===== src/rtl/gamepad_deadzone_hold_counter_core_assert.svh =====
// assertion macros for the gamepad dead-zone and hold counter core
// expects clk and rst_n in the scope of each use
`ifndef GAMEPAD_DEADZONE_HOLD_COUNTER_CORE_ASSERT_SVH
`define GAMEPAD_DEADZONE_HOLD_COUNTER_CORE_ASSERT_SVH

// same-cycle implication
`define GDHC_ASSERT_IMP(lbl, cond, conseq) \
  lbl: assert property (@(posedge clk) disable iff (!rst_n) (cond) |-> (conseq)) \
    else $error("gdhc: same-cycle check failed");

// next-cycle implication
`define GDHC_ASSERT_NXT(lbl, cond, conseq) \
  lbl: assert property (@(posedge clk) disable iff (!rst_n) (cond) |=> (conseq)) \
    else $error("gdhc: next-cycle check failed");

`endif


===== src/rtl/gdhc_pkg.sv =====
// shared types, constants and helper functions of the gamepad core
// no dependencies
package gdhc_pkg;

  localparam int NUM_LANE  = 6;   // lx, ly, rx, ry, left trig, right trig
  localparam int MAG_W     = 17;
  localparam int QUO_W     = 16;
  localparam int DIV_STEPS = 16;
  localparam int STEP_W    = 4;
  localparam int NUM_CNT   = 24;
  localparam int IDX_W     = 5;
  localparam int QDEPTH    = 2;
  localparam int QPTR_W    = 1;
  localparam int QCNT_W    = 2;

  localparam int IN_DATA_W  = 120;
  localparam int IN_USER_W  = 2;
  localparam int OUT_DATA_W = 152;
  localparam int OUT_IDX_LSB = 110;

  localparam int CFG_IDX_W  = 2;
  localparam int CFG_DATA_W = 15;

  localparam logic [CFG_IDX_W-1:0] CFG_STICK_DZ = 2'd0;
  localparam logic [CFG_IDX_W-1:0] CFG_TRIG_DZ  = 2'd1;
  localparam logic [CFG_IDX_W-1:0] CFG_TRIG_SNAP = 2'd2;

  localparam logic [14:0] STICK_DZ_RST  = 15'd5898;
  localparam logic [14:0] TRIG_DZ_RST   = 15'd1638;
  localparam logic [13:0] TRIG_SNAP_RST = 14'd1638;

  localparam logic [MAG_W-1:0] FULL_SCALE = 17'd32768;

  typedef logic [NUM_LANE-1:0][MAG_W-1:0] mag_arr_t;
  typedef logic [NUM_LANE-1:0][QUO_W-1:0] quo_arr_t;

  typedef struct packed {
    logic                clr;
    logic                mapped;
    logic [15:0]         mask;
    logic [NUM_LANE-1:0] neg;
    mag_arr_t            mag;
  } entry_t;

  typedef enum logic [1:0] {
    ST_IDLE,
    ST_DIV,
    ST_EMIT
  } back_st_t;

  // quotient and sign to q1.15, positive side saturates
  function automatic logic [15:0] norm_stick(logic [QUO_W-1:0] q, logic neg);
    logic [16:0] nq;
    nq = 17'd0 - {1'b0, q};
    if (neg) norm_stick = nq[15:0];
    else if (q[15]) norm_stick = 16'h7FFF;
    else norm_stick = q;
  endfunction

  // re-centre a scaled generic trigger and snap near half scale to zero
  function automatic logic [14:0] gen_trig(logic [15:0] n, logic [13:0] snap);
    logic [15:0] s;
    logic [14:0] t;
    logic [14:0] d;
    s = {~n[15], n[14:0]};
    t = s[15:1];
    d = t[14] ? (t - 15'd16384) : (15'd16384 - t);
    gen_trig = (d < {1'b0, snap}) ? 15'd0 : t;
  endfunction

endpackage


===== src/rtl/gdhc_div.sv =====
// six-lane restoring divider, one quotient bit per lane per cycle
// depends on gdhc_pkg
module gdhc_div (
  input  logic               clk,
  input  logic               rst_n,
  input  logic               start,
  input  gdhc_pkg::mag_arr_t num,
  input  gdhc_pkg::mag_arr_t den,
  output logic               done,
  output gdhc_pkg::quo_arr_t quo
);

  logic                        busy_r, busy_nxt;
  logic                        done_r, done_nxt;
  logic [gdhc_pkg::STEP_W-1:0] step_r, step_nxt;
  gdhc_pkg::mag_arr_t          rem_r, rem_nxt;
  gdhc_pkg::mag_arr_t          den_r, den_nxt;
  gdhc_pkg::quo_arr_t          quo_r, quo_nxt;

  always_comb begin
    logic [gdhc_pkg::MAG_W-1:0] t;
    busy_nxt = busy_r;
    done_nxt = 1'b0;
    step_nxt = step_r;
    rem_nxt  = rem_r;
    den_nxt  = den_r;
    quo_nxt  = quo_r;
    t        = '0;
    if (start && !busy_r) begin
      busy_nxt = 1'b1;
      step_nxt = '0;
      rem_nxt  = num;
      den_nxt  = den;
      quo_nxt  = '0;
    end else if (busy_r) begin
      for (int k = 0; k < gdhc_pkg::NUM_LANE; k++) begin
        // remainder never reaches the divisor after the first step, so doubling fits
        t = (step_r == '0) ? rem_r[k] : {rem_r[k][gdhc_pkg::MAG_W-2:0], 1'b0};
        if (t >= den_r[k]) begin
          rem_nxt[k] = t - den_r[k];
          quo_nxt[k] = {quo_r[k][gdhc_pkg::QUO_W-2:0], 1'b1};
        end else begin
          rem_nxt[k] = t;
          quo_nxt[k] = {quo_r[k][gdhc_pkg::QUO_W-2:0], 1'b0};
        end
      end
      step_nxt = step_r + 1'b1;
      if (step_r == gdhc_pkg::STEP_W'(gdhc_pkg::DIV_STEPS - 1)) begin
        busy_nxt = 1'b0;
        done_nxt = 1'b1;
      end
    end
  end

  always_ff @(posedge clk) begin
    if (!rst_n) begin
      busy_r <= 1'b0;
      done_r <= 1'b0;
      step_r <= '0;
    end else begin
      busy_r <= busy_nxt;
      done_r <= done_nxt;
      step_r <= step_nxt;
    end
    rem_r <= rem_nxt;
    den_r <= den_nxt;
    quo_r <= quo_nxt;
  end

  assign done = done_r;
  assign quo  = quo_r;

endmodule


===== src/rtl/gdhc_front.sv =====
// front end: unpacks a poll or clear item and classifies it for the queue
// depends on gdhc_pkg
module gdhc_front (
  input  logic [gdhc_pkg::IN_DATA_W-1:0] tdata,
  input  logic [gdhc_pkg::IN_USER_W-1:0] tuser,
  output gdhc_pkg::entry_t               entry
);

  logic [13:0]  buttons;
  logic [3:0]   hat;
  logic [13:0]  pressed;
  logic [15:0]  raw [gdhc_pkg::NUM_LANE];

  assign buttons = tdata[13:0];
  assign hat     = tdata[17:14];

  always_comb begin
    for (int k = 0; k < gdhc_pkg::NUM_LANE; k++) begin
      raw[k] = tdata[18 + 16*k +: 16];
    end
  end

  // hat folds into the d-pad only for the generic layout
  assign pressed = buttons | {10'd0, (tuser[1] ? 4'd0 : hat)};

  always_comb begin
    entry.clr    = tuser[0];
    entry.mapped = tuser[1];
    entry.mask   = {pressed[13:10], 2'b00, pressed[9:0]};
    for (int k = 0; k < gdhc_pkg::NUM_LANE; k++) begin
      entry.neg[k] = raw[k][15];
      entry.mag[k] = raw[k][15] ? (17'd0 - {raw[k][15], raw[k]}) : {1'b0, raw[k]};
    end
  end

endmodule


===== src/rtl/gdhc_fifo.sv =====
// two-entry queue between the front end and the back end
// depends on gdhc_pkg
module gdhc_fifo (
  input  logic             clk,
  input  logic             rst_n,
  input  logic             push,
  input  gdhc_pkg::entry_t push_data,
  output logic             full,
  input  logic             pop,
  output gdhc_pkg::entry_t pop_data,
  output logic             empty
);

  gdhc_pkg::entry_t              mem_r [gdhc_pkg::QDEPTH];
  logic [gdhc_pkg::QPTR_W-1:0]   wr_ptr_r, wr_ptr_nxt;
  logic [gdhc_pkg::QPTR_W-1:0]   rd_ptr_r, rd_ptr_nxt;
  logic [gdhc_pkg::QCNT_W-1:0]   cnt_r, cnt_nxt;
  logic                          do_push, do_pop;

  assign full     = (cnt_r == gdhc_pkg::QCNT_W'(gdhc_pkg::QDEPTH));
  assign empty    = (cnt_r == '0);
  assign do_push  = push && !full;
  assign do_pop   = pop && !empty;
  assign pop_data = mem_r[rd_ptr_r];

  always_comb begin
    wr_ptr_nxt = do_push ? wr_ptr_r + 1'b1 : wr_ptr_r;
    rd_ptr_nxt = do_pop ? rd_ptr_r + 1'b1 : rd_ptr_r;
    cnt_nxt    = cnt_r;
    if (do_push && !do_pop) cnt_nxt = cnt_r + 1'b1;
    else if (do_pop && !do_push) cnt_nxt = cnt_r - 1'b1;
  end

  always_ff @(posedge clk) begin
    if (!rst_n) begin
      wr_ptr_r <= '0;
      rd_ptr_r <= '0;
      cnt_r    <= '0;
    end else begin
      wr_ptr_r <= wr_ptr_nxt;
      rd_ptr_r <= rd_ptr_nxt;
      cnt_r    <= cnt_nxt;
    end
  end

  always_ff @(posedge clk) begin
    if (do_push) mem_r[wr_ptr_r] <= push_data;
  end

endmodule


===== src/rtl/gdhc_back.sv =====
// back end: dead-zone division, trigger levels, hold counters and result register
// depends on gdhc_pkg, gdhc_div and the assertion macro header
`include "gamepad_deadzone_hold_counter_core_assert.svh"

module gdhc_back #(
  parameter int COUNTER_WIDTH = 32
) (
  input  logic                            clk,
  input  logic                            rst_n,
  input  logic                            q_valid,
  input  gdhc_pkg::entry_t                q_data,
  output logic                            q_pop,
  input  logic [14:0]                     stick_dz,
  input  logic [14:0]                     trig_dz,
  input  logic [13:0]                     trig_snap,
  output logic                            out_tvalid,
  input  logic                            out_tready,
  output logic [gdhc_pkg::OUT_DATA_W-1:0] out_tdata,
  output logic                            out_tlast
);

  localparam logic signed [COUNTER_WIDTH-1:0] CMAX = {1'b0, {(COUNTER_WIDTH-1){1'b1}}};
  localparam logic signed [COUNTER_WIDTH-1:0] CMIN = {1'b1, {(COUNTER_WIDTH-1){1'b0}}};
  localparam logic signed [COUNTER_WIDTH-1:0] CONE = COUNTER_WIDTH'(1);

  gdhc_pkg::back_st_t st_r, st_nxt;
  gdhc_pkg::entry_t   ent_r, ent_nxt;
  logic [15:0]        nlx_r, nly_r, nrx_r, nry_r;
  logic [15:0]        nlx_nxt, nly_nxt, nrx_nxt, nry_nxt;
  logic [14:0]        nlt_r, nrt_r, nlt_nxt, nrt_nxt;
  logic [gdhc_pkg::IDX_W-1:0] idx_r, idx_nxt;
  logic signed [COUNTER_WIDTH-1:0] cnt_r [gdhc_pkg::NUM_CNT];
  logic signed [COUNTER_WIDTH-1:0] cnt_nxt [gdhc_pkg::NUM_CNT];
  logic                              out_valid_r, out_valid_nxt;
  logic [gdhc_pkg::OUT_DATA_W-1:0]   out_data_r, out_data_nxt;
  logic                              out_last_r, out_last_nxt;

  logic                div_start, div_done;
  gdhc_pkg::mag_arr_t  div_num, div_den;
  gdhc_pkg::quo_arr_t  div_quo;

  logic [23:0]                     act;
  logic signed [COUNTER_WIDTH-1:0] cur, upd;
  logic                            slot_free;

  gdhc_div u_div (
    .clk   (clk),
    .rst_n (rst_n),
    .start (div_start),
    .num   (div_num),
    .den   (div_den),
    .done  (div_done),
    .quo   (div_quo)
  );

  // dividend is the excess over the dead zone, zero inside it
  always_comb begin
    logic [14:0] dz;
    for (int k = 0; k < gdhc_pkg::NUM_LANE; k++) begin
      dz = (k < 4) ? stick_dz : trig_dz;
      div_num[k] = (q_data.mag[k] > {2'b00, dz}) ? (q_data.mag[k] - {2'b00, dz}) : '0;
      div_den[k] = gdhc_pkg::FULL_SCALE - {2'b00, dz};
    end
  end

  // pressed state of each counter, in counter order
  always_comb begin
    act[0]  = !nly_r[15] && (nly_r != '0);
    act[1]  = nly_r[15];
    act[2]  = nlx_r[15];
    act[3]  = !nlx_r[15] && (nlx_r != '0);
    act[4]  = !nry_r[15] && (nry_r != '0);
    act[5]  = nry_r[15];
    act[6]  = nrx_r[15];
    act[7]  = !nrx_r[15] && (nrx_r != '0);
    act[15:8] = ent_r.mask[7:0];
    act[16] = ent_r.mask[8];
    act[17] = (nlt_r != '0);
    act[18] = ent_r.mask[9];
    act[19] = (nrt_r != '0);
    act[23:20] = ent_r.mask[15:12];
  end

  assign cur = cnt_r[idx_r];

  always_comb begin
    upd = cur;
    if (act[idx_r]) begin
      if (cur[COUNTER_WIDTH-1] || (cur == '0)) upd = CONE;
      else if (cur != CMAX) upd = cur + CONE;
    end else begin
      if (!cur[COUNTER_WIDTH-1] && (cur != '0)) upd = '0;
      else if (cur != CMIN) upd = cur - CONE;
    end
  end

  assign slot_free = !out_valid_r || out_tready;

  always_comb begin
    logic [15:0] nlt_s, nrt_s;
    st_nxt        = st_r;
    ent_nxt       = ent_r;
    nlx_nxt       = nlx_r;
    nly_nxt       = nly_r;
    nrx_nxt       = nrx_r;
    nry_nxt       = nry_r;
    nlt_nxt       = nlt_r;
    nrt_nxt       = nrt_r;
    idx_nxt       = idx_r;
    cnt_nxt       = cnt_r;
    out_valid_nxt = out_tready ? 1'b0 : out_valid_r;
    out_data_nxt  = out_data_r;
    out_last_nxt  = out_last_r;
    q_pop         = 1'b0;
    div_start     = 1'b0;
    nlt_s         = gdhc_pkg::norm_stick(div_quo[4], ent_r.neg[4]);
    nrt_s         = gdhc_pkg::norm_stick(div_quo[5], ent_r.neg[5]);
    case (st_r)
      gdhc_pkg::ST_IDLE: begin
        if (q_valid) begin
          q_pop = 1'b1;
          if (q_data.clr) begin
            for (int k = 0; k < gdhc_pkg::NUM_CNT; k++) cnt_nxt[k] = '0;
          end else begin
            ent_nxt   = q_data;
            div_start = 1'b1;
            st_nxt    = gdhc_pkg::ST_DIV;
          end
        end
      end
      gdhc_pkg::ST_DIV: begin
        if (div_done) begin
          nlx_nxt = gdhc_pkg::norm_stick(div_quo[0], ent_r.neg[0]);
          nly_nxt = gdhc_pkg::norm_stick(div_quo[1], ent_r.neg[1]);
          nrx_nxt = gdhc_pkg::norm_stick(div_quo[2], ent_r.neg[2]);
          nry_nxt = gdhc_pkg::norm_stick(div_quo[3], ent_r.neg[3]);
          if (ent_r.mapped) begin
            nlt_nxt = ent_r.neg[4] ? 15'd0 : ent_r.mag[4][14:0];
            nrt_nxt = ent_r.neg[5] ? 15'd0 : ent_r.mag[5][14:0];
          end else begin
            nlt_nxt = gdhc_pkg::gen_trig(nlt_s, trig_snap);
            nrt_nxt = gdhc_pkg::gen_trig(nrt_s, trig_snap);
          end
          idx_nxt = '0;
          st_nxt  = gdhc_pkg::ST_EMIT;
        end
      end
      gdhc_pkg::ST_EMIT: begin
        if (slot_free) begin
          cnt_nxt[idx_r] = upd;
          out_valid_nxt  = 1'b1;
          out_data_nxt   = {5'd0, 32'(upd), idx_r, nrt_r, nlt_r,
                            nry_r, nrx_r, nly_r, nlx_r, ent_r.mask};
          out_last_nxt   = (idx_r == gdhc_pkg::IDX_W'(gdhc_pkg::NUM_CNT - 1));
          if (idx_r == gdhc_pkg::IDX_W'(gdhc_pkg::NUM_CNT - 1)) begin
            st_nxt = gdhc_pkg::ST_IDLE;
          end else begin
            idx_nxt = idx_r + 1'b1;
          end
        end
      end
      default: st_nxt = gdhc_pkg::ST_IDLE;
    endcase
  end

  always_ff @(posedge clk) begin
    if (!rst_n) begin
      st_r        <= gdhc_pkg::ST_IDLE;
      idx_r       <= '0;
      out_valid_r <= 1'b0;
      for (int k = 0; k < gdhc_pkg::NUM_CNT; k++) cnt_r[k] <= '0;
    end else begin
      st_r        <= st_nxt;
      idx_r       <= idx_nxt;
      out_valid_r <= out_valid_nxt;
      for (int k = 0; k < gdhc_pkg::NUM_CNT; k++) cnt_r[k] <= cnt_nxt[k];
    end
    ent_r      <= ent_nxt;
    nlx_r      <= nlx_nxt;
    nly_r      <= nly_nxt;
    nrx_r      <= nrx_nxt;
    nry_r      <= nry_nxt;
    nlt_r      <= nlt_nxt;
    nrt_r      <= nrt_nxt;
    out_data_r <= out_data_nxt;
    out_last_r <= out_last_nxt;
  end

  assign out_tvalid = out_valid_r;
  assign out_tdata  = out_data_r;
  assign out_tlast  = out_last_r;

  `GDHC_ASSERT_IMP(a_last_is_final_idx, out_valid_r && out_last_r,
    out_data_r[gdhc_pkg::OUT_IDX_LSB +: gdhc_pkg::IDX_W] == gdhc_pkg::IDX_W'(gdhc_pkg::NUM_CNT - 1))
  `GDHC_ASSERT_NXT(a_clear_zeroes, (st_r == gdhc_pkg::ST_IDLE) && q_valid && q_data.clr,
    (cnt_r[0] == '0) && (cnt_r[gdhc_pkg::NUM_CNT-1] == '0))
  `GDHC_ASSERT_IMP(a_div_done_in_div, div_done, st_r == gdhc_pkg::ST_DIV)
  `GDHC_ASSERT_IMP(a_emit_idx_range, st_r == gdhc_pkg::ST_EMIT,
    idx_r < gdhc_pkg::IDX_W'(gdhc_pkg::NUM_CNT))

endmodule


===== src/rtl/gamepad_deadzone_hold_counter_core.sv =====
// top level of the gamepad dead-zone and hold counter core
// depends on gdhc_pkg, gdhc_front, gdhc_fifo, gdhc_back (with gdhc_div)
//
// channel  direction  ports                        item
// in_      slave      tvalid tready tdata tuser    poll sample or counter clear
// out_     master     tvalid tready tdata tlast    one hold counter result
// cfg_     write      we index wdata               dead zone and snap registers
//
// a poll produces 24 results; it leaves the queue in the idle state, passes through the
// six-lane divider, forms its levels when the divider is done, then emits its 24 results,
// waiting while out_ is stalled; a clear zeroes the counters and gives no result
// reset (rst_n low, synchronous) zeroes all counters and restores register defaults
// a two-entry queue holds up to two waiting items while the back end works or out_
// stalls; in_tready drops only while both entries are occupied
module gamepad_deadzone_hold_counter_core #(
  parameter int COUNTER_WIDTH = 32
) (
  input  logic                             clk,
  input  logic                             rst_n,
  input  logic                             in_tvalid,
  output logic                             in_tready,
  // buttons[13:0], hat[17:14], left_x[33:18], left_y[49:34], right_x[65:50],
  // right_y[81:66], left_trig[97:82], right_trig[113:98], zero fill
  input  logic [gdhc_pkg::IN_DATA_W-1:0]   in_tdata,
  // req_type[0], mapped[1]
  input  logic [gdhc_pkg::IN_USER_W-1:0]   in_tuser,
  output logic                             out_tvalid,
  input  logic                             out_tready,
  // key_mask[15:0], norm_left_x[31:16], norm_left_y[47:32], norm_right_x[63:48],
  // norm_right_y[79:64], norm_left_trig[94:80], norm_right_trig[109:95],
  // counter_index[114:110], counter_value[146:115], zero fill
  output logic [gdhc_pkg::OUT_DATA_W-1:0]  out_tdata,
  output logic                             out_tlast,
  input  logic                             cfg_we,
  input  logic [gdhc_pkg::CFG_IDX_W-1:0]   cfg_index,
  input  logic [gdhc_pkg::CFG_DATA_W-1:0]  cfg_wdata
);

  logic [14:0] stick_dz_r, stick_dz_nxt;
  logic [14:0] trig_dz_r, trig_dz_nxt;
  logic [13:0] trig_snap_r, trig_snap_nxt;

  gdhc_pkg::entry_t front_entry, q_data;
  logic             q_full, q_empty, q_pop;

  always_comb begin
    stick_dz_nxt  = stick_dz_r;
    trig_dz_nxt   = trig_dz_r;
    trig_snap_nxt = trig_snap_r;
    if (cfg_we) begin
      case (cfg_index)
        gdhc_pkg::CFG_STICK_DZ:  stick_dz_nxt  = cfg_wdata;
        gdhc_pkg::CFG_TRIG_DZ:   trig_dz_nxt   = cfg_wdata;
        gdhc_pkg::CFG_TRIG_SNAP: trig_snap_nxt = cfg_wdata[13:0];
        default: ;
      endcase
    end
  end

  always_ff @(posedge clk) begin
    if (!rst_n) begin
      stick_dz_r  <= gdhc_pkg::STICK_DZ_RST;
      trig_dz_r   <= gdhc_pkg::TRIG_DZ_RST;
      trig_snap_r <= gdhc_pkg::TRIG_SNAP_RST;
    end else begin
      stick_dz_r  <= stick_dz_nxt;
      trig_dz_r   <= trig_dz_nxt;
      trig_snap_r <= trig_snap_nxt;
    end
  end

  assign in_tready = !q_full;

  gdhc_front u_front (
    .tdata (in_tdata),
    .tuser (in_tuser),
    .entry (front_entry)
  );

  gdhc_fifo u_fifo (
    .clk       (clk),
    .rst_n     (rst_n),
    .push      (in_tvalid),
    .push_data (front_entry),
    .full      (q_full),
    .pop       (q_pop),
    .pop_data  (q_data),
    .empty     (q_empty)
  );

  gdhc_back #(
    .COUNTER_WIDTH (COUNTER_WIDTH)
  ) u_back (
    .clk        (clk),
    .rst_n      (rst_n),
    .q_valid    (!q_empty),
    .q_data     (q_data),
    .q_pop      (q_pop),
    .stick_dz   (stick_dz_r),
    .trig_dz    (trig_dz_r),
    .trig_snap  (trig_snap_r),
    .out_tvalid (out_tvalid),
    .out_tready (out_tready),
    .out_tdata  (out_tdata),
    .out_tlast  (out_tlast)
  );

endmodule


===== config.mk =====
export PLATFORM = sky130hd
export DESIGN_NAME = gamepad_deadzone_hold_counter_core
export DESIGN_NICKNAME = d
export VERILOG_FILES = /design/src/rtl/gdhc_pkg.sv /design/src/rtl/gdhc_div.sv /design/src/rtl/gdhc_front.sv /design/src/rtl/gdhc_fifo.sv /design/src/rtl/gdhc_back.sv /design/src/rtl/gamepad_deadzone_hold_counter_core.sv
export VERILOG_INCLUDE_DIRS = /design/src /design/src/rtl
export SDC_FILE = /design/constraint.sdc
export NUM_CORES = 2
export LEC_CHECK = 0
export ABC_AREA = 1
export BUFFER_PORTS_ARGS = -buffer_cell sky130_fd_sc_hd__buf_4
export CORE_MARGIN = 2
export CORE_UTILIZATION = 45
export DETAILED_ROUTE_END_ITERATION = 16
export PLACE_DENSITY = 0.57
export SETUP_SLACK_MARGIN = 0.4
export SYNTH_ARGS = -nofsm -noshare
export SYNTH_HDL_FRONTEND = slang
export SYNTH_HIERARCHICAL = 1
export SYNTH_SLANG_ARGS = --single-unit

===== constraint.sdc =====
create_clock -name clk -period 25.5 [get_ports clk]
set_input_delay 1.275 -clock clk [delete_from_list [all_inputs] [get_ports clk]]
set_output_delay 1.275 -clock clk [all_outputs]
set_load 0.02 [all_outputs]

==> impl_metrics.toml <==
[detailed_routing]
drc = 0
dr_total_vias = 81387
post_drt_wl_per_cell_um = 19.4
dr.first_iter.drc_count = 7428
totalWireLength_mm = 299
vias_per_cell = 5.29
drt_pre_antenna_iters = 9
antenna_violating_nets_remaining = 0

[layout]
filler_cell_count = 20226
layout-area-overhead-vs-synth_pct = 10.2
mostFrequentLayoutCell = "sky130_fd_sc_hd__nand2_1"
layout.cell_area.non_filler_sq_um = 103000
drive_gt1_share_pct = 9.66
most-common-layout-cells = "4254 x sky130_fd_sc_hd__nand2_1, 1391 x sky130_fd_sc_hd__inv_1, 948 x sky130_fd_sc_hd__a21oi_1, 928 x sky130_fd_sc_hd__nor2_1, 924 x sky130_fd_sc_hd__dfxtp_1"
num-nets-final = 12915

[synth]
post_synth.cell_area_avg_sq_um = 7.42
ys_dominant_reg_cell = "sky130_fd_sc_hd__dfxtp_1"
post_synth_num_cell_types = 64
synth-async-reset-ratio_pct = 0
number_of_synthesized_flops_with_an_enable_pin = 751
synth-warning-count = 6
synth.yosys.seq_area_share_pct = 44.1
syn-instance-count = 12567
ys_seq_elements = 1678
mappedNetlistArea_sq_um = 93300

[clock_network]
tritoncts.num_buffers = 186
cts_tree = "yes"
cts.sink_count = 1678
clk_root_buffer_cell = "sky130_fd_sc_hd__clkbuf_16"
postCtsHoldBufs = 0
clkSlewWorstSetupHoldPaths_ns = 0.06
cts.path.max_buffers = 3
cts_resized = 0
htreeDepth = 4
cts.repair_timing.setup_buffer_count = 0
insertion_delay_ns = 0.87

[global_routing]
first_global_vias = 76642
overflow = 0
all_layer_gr_usage_pct = 27.6
grt_max_degree = 165
grt_pass1_wl_mm = 454
antenna_violations_before_repair = 6

[setup_path]
worst_r2r_endpoint = "u_back/cnt_r[552]"
critical_path.startpoint_type = "register"
worstSetupStartpoint = "u_back/idx_r[0]"
critical_path.max_fanout = 63
timing.reg2reg.worst_path_depth = 22
r2r_slack_ns = 18.00
endpoint_of_the_most_critical_setup_path = "u_back/cnt_r[552]"
worstPathRequired_ns = 26.24
worstSetupEndpointType = "register"
worstSetupPathType = "register to register"
r2r_start = "u_back/idx_r[0]"
worst-endpoint-arrival_ns = 8.24

[timing]
fin_skew_ns = 0.0527
period_share_pct = 29.4
worst_pin_slew_ns = 1.16
timing_max_transition_violations_final = 0
setup_viol_count_final = 0
fin_crit_ns = 7.50
achievable-frequency_ghz = 0.133
grt_setup_unrepaired = "false"
worst_slew_margin_rel_pct = 22.6
hold_violation_total_from_the_final_report = 0
final_tns_setup_ns = 0
worst_slack_ns = 18.00

[floorplan]
fp-row-count = 167
die_w_um = 459
die_area_sq_um = 211000
effective_utilization_at_floorplan_pct = 45.2
io_pins = 299
chipHeight_um = 459
core_sq_um = 206000

[placement]
numPortBuffers = 287
detailedPlacementHpwl_mm = 195
pre_cts_ws_ns = 18.35
gp_routability_congestion = 0.986
postPlaceCellArea_sq_um = 96200

[worst_hold_path]
min-delay-path-class = "register to register"

[status]
status = "complete, no violations"

[pwr]
power_density_nw_per_um2 = 123
power.ir.vdd_worst_uv = 76.8
leakage_power_nw = 42.8

[job]
max-cap-violations = 0
==> metal layers <==
layer / global-route usage (%) / share of wire, %
met1: 36.7 / 44
met2: 45.9 / 47
met3: 3.57 / 6.1
met4: 10.3 / 3.7
met5: 0 / 0
==> cell usage after synthesis, types with 13 or more instances <==
library cell / count / area, sq um
sky130_fd_sc_hd__mux2_4: 40 / 601
sky130_fd_sc_hd__inv_1: 1393 / 5230
sky130_fd_sc_hd__o21ai_2: 16 / 140
sky130_fd_sc_hd__nor4_1: 23 / 144
sky130_fd_sc_hd__buf_1: 15 / 56.3
sky130_fd_sc_hd__nand3b_1: 118 / 886
sky130_fd_sc_hd__a31oi_1: 13 / 81.3
sky130_fd_sc_hd__a21oi_2: 37 / 324
sky130_fd_sc_hd__nor3_4: 13 / 211
sky130_fd_sc_hd__nand3_2: 31 / 310
sky130_fd_sc_hd__o21bai_1: 14 / 105
sky130_fd_sc_hd__clkbuf_1: 294 / 1100
sky130_fd_sc_hd__dfxtp_1: 927 / 18600
sky130_fd_sc_hd__nor2_1: 934 / 3510
sky130_fd_sc_hd__nand3_1: 695 / 3480
sky130_fd_sc_hd__or2_2: 25 / 156
sky130_fd_sc_hd__buf_6: 79 / 890
sky130_fd_sc_hd__nor3_1: 138 / 691
sky130_fd_sc_hd__inv_2: 39 / 146
sky130_fd_sc_hd__nor2_2: 31 / 194
sky130_fd_sc_hd__buf_4: 98 / 736
sky130_fd_sc_hd__xnor2_1: 62 / 543
sky130_fd_sc_hd__a21oi_1: 948 / 4740
sky130_fd_sc_hd__buf_2: 153 / 766
sky130_fd_sc_hd__xor2_1: 140 / 1230
sky130_fd_sc_hd__nand2_2: 106 / 663
sky130_fd_sc_hd__edfxtp_1: 751 / 22600
sky130_fd_sc_hd__o21ai_1: 57 / 285
sky130_fd_sc_hd__nand2_4: 30 / 338
sky130_fd_sc_hd__o22ai_1: 87 / 544
sky130_fd_sc_hd__mux2_2: 86 / 968
sky130_fd_sc_hd__nor2_4: 13 / 146
sky130_fd_sc_hd__o21ai_0: 502 / 2510
sky130_fd_sc_hd__nand4_1: 60 / 375
sky130_fd_sc_hd__nand2_1: 4255 / 16000
sky130_fd_sc_hd__ha_1: 244 / 3050
==> worst min-delay path by stage <==
| stage | endpoint | startpoint | slack [ns] | cells after the start |
|---|---|---|---|---|
| 2_1_floorplan | u_back/out_tdata[10] | u_back/ent_r[118] | 0.40 | 0 |
| 3_3_place_gp | u_back/out_tdata[11] | u_back/ent_r[119] | 0.41 | 0 |
| 3_5_place_dp | u_back/out_tdata[10] | u_back/ent_r[118] | 0.41 | 0 |
| 4_1_cts | u_back/out_tdata[10] | u_back/ent_r[118] | 0.43 | 0 |
| 5_1_grt | u_back/out_tdata[10] | u_back/ent_r[118] | 0.43 | 0 |
| 6_report | u_back/out_tdata[10] | u_back/ent_r[118] | 0.42 | 0 |
==> layout make-up <==
| cell class | count | area (sq um) | area share, % |
|---|---|---|---|
| diodes | 2 | 5.00 | 0.00487 |
| clock inverters | 104 | 1220 | 1.19 |
| well taps | 2704 | 3380 | 3.29 |
| inverters | 1440 | 5450 | 5.30 |
| flip-flops and latches | 1678 | 41100 | 40.0 |
| repair buffers | 391 | 2950 | 2.87 |
| clock buffers | 245 | 5310 | 5.17 |
| multi-input cells | 8818 | 43300 | 42.1 |
==> critical path, cell delays in order (launching register included) <==
cell                      delay (ns)
sky130_fd_sc_hd__dfxtp_4        0.71
sky130_fd_sc_hd__buf_4          0.73
sky130_fd_sc_hd__buf_4          0.60
sky130_fd_sc_hd__buf_4          0.65
sky130_fd_sc_hd__buf_4          0.73
sky130_fd_sc_hd__nand2_1        0.11
sky130_fd_sc_hd__nand2_1        0.09
sky130_fd_sc_hd__o21ai_0        0.08
sky130_fd_sc_hd__nand2_1        0.07
sky130_fd_sc_hd__nand2_1        0.21
sky130_fd_sc_hd__inv_2          0.13
sky130_fd_sc_hd__nand2_4        0.12
sky130_fd_sc_hd__inv_2          0.14
sky130_fd_sc_hd__nand2_1        0.08
sky130_fd_sc_hd__nor2_1         0.31
sky130_fd_sc_hd__nand2_1        0.15
sky130_fd_sc_hd__nor2_1         0.13
sky130_fd_sc_hd__nand2_1        0.08
sky130_fd_sc_hd__nand2_1        0.55
sky130_fd_sc_hd__nand3_1        0.24
sky130_fd_sc_hd__o21ai_4        0.91
sky130_fd_sc_hd__nand2_1        0.14
sky130_fd_sc_hd__a21oi_1        0.18
==> flip-flops by register name, summed over array words and instances (netlist names), 4 cells and up, named ones only <==
name / flops
u_back/cnt_r: 768
u_back/idx_r: 5
u_back/nrt_r: 15
u_back/nlt_r: 15
trig_dz_r: 15
u_back/nlx_r: 16
u_back/nly_r: 16
u_back/u_div/rem_r: 102
u_back/nry_r: 16
u_back/nrx_r: 16
u_back/u_div/step_r: 4
u_back/u_div/den_r: 102
u_fifo/mem_r: 252
u_back/act: 14
u_back/ent_r: 39
stick_dz_r: 15
u_back/u_div/quo: 96
trig_snap_r: 14
u_back/out_tdata: 147
==> cells by family after synthesis <==
kind of cell / share of synthesized area (%)
and+or+nand+nor: 29.2
buffers and inverters: 9.77
AOI/OAI and AO/OA: 9.77
DFF: 44.1
adders and majority gates: 3.53
xor gates and xnor gates: 1.90
muxes: 1.69
other: 0.00805
==> report_power, final <==
part           leakage, nW  internal, mW  switching [mW]
clock network         3.20          1.65            1.18
registers             14.4          3.29           0.149
logic                 25.2          1.89            4.50
==> through the flow <==
| step | hold slack [ns] | util [%] | instances | power [mW] |
|---|---|---|---|---|
| after floorplan | 0.400 | - | 12584 | 8.19 |
| after global placement | 0.406 | 46.6 | 15031 | 9.73 |
| after detailed placement | 0.411 | 46.6 | 15031 | 9.79 |
| after CTS | 0.426 | 49.8 | 15380 | 12.7 |
| after global routing | 0.427 | 49.8 | 15381 | 13.6 |
| final | 0.423 | 49.8 | 15382 | 12.7 |
Note: power is estimated with default switching activity, not from simulation.
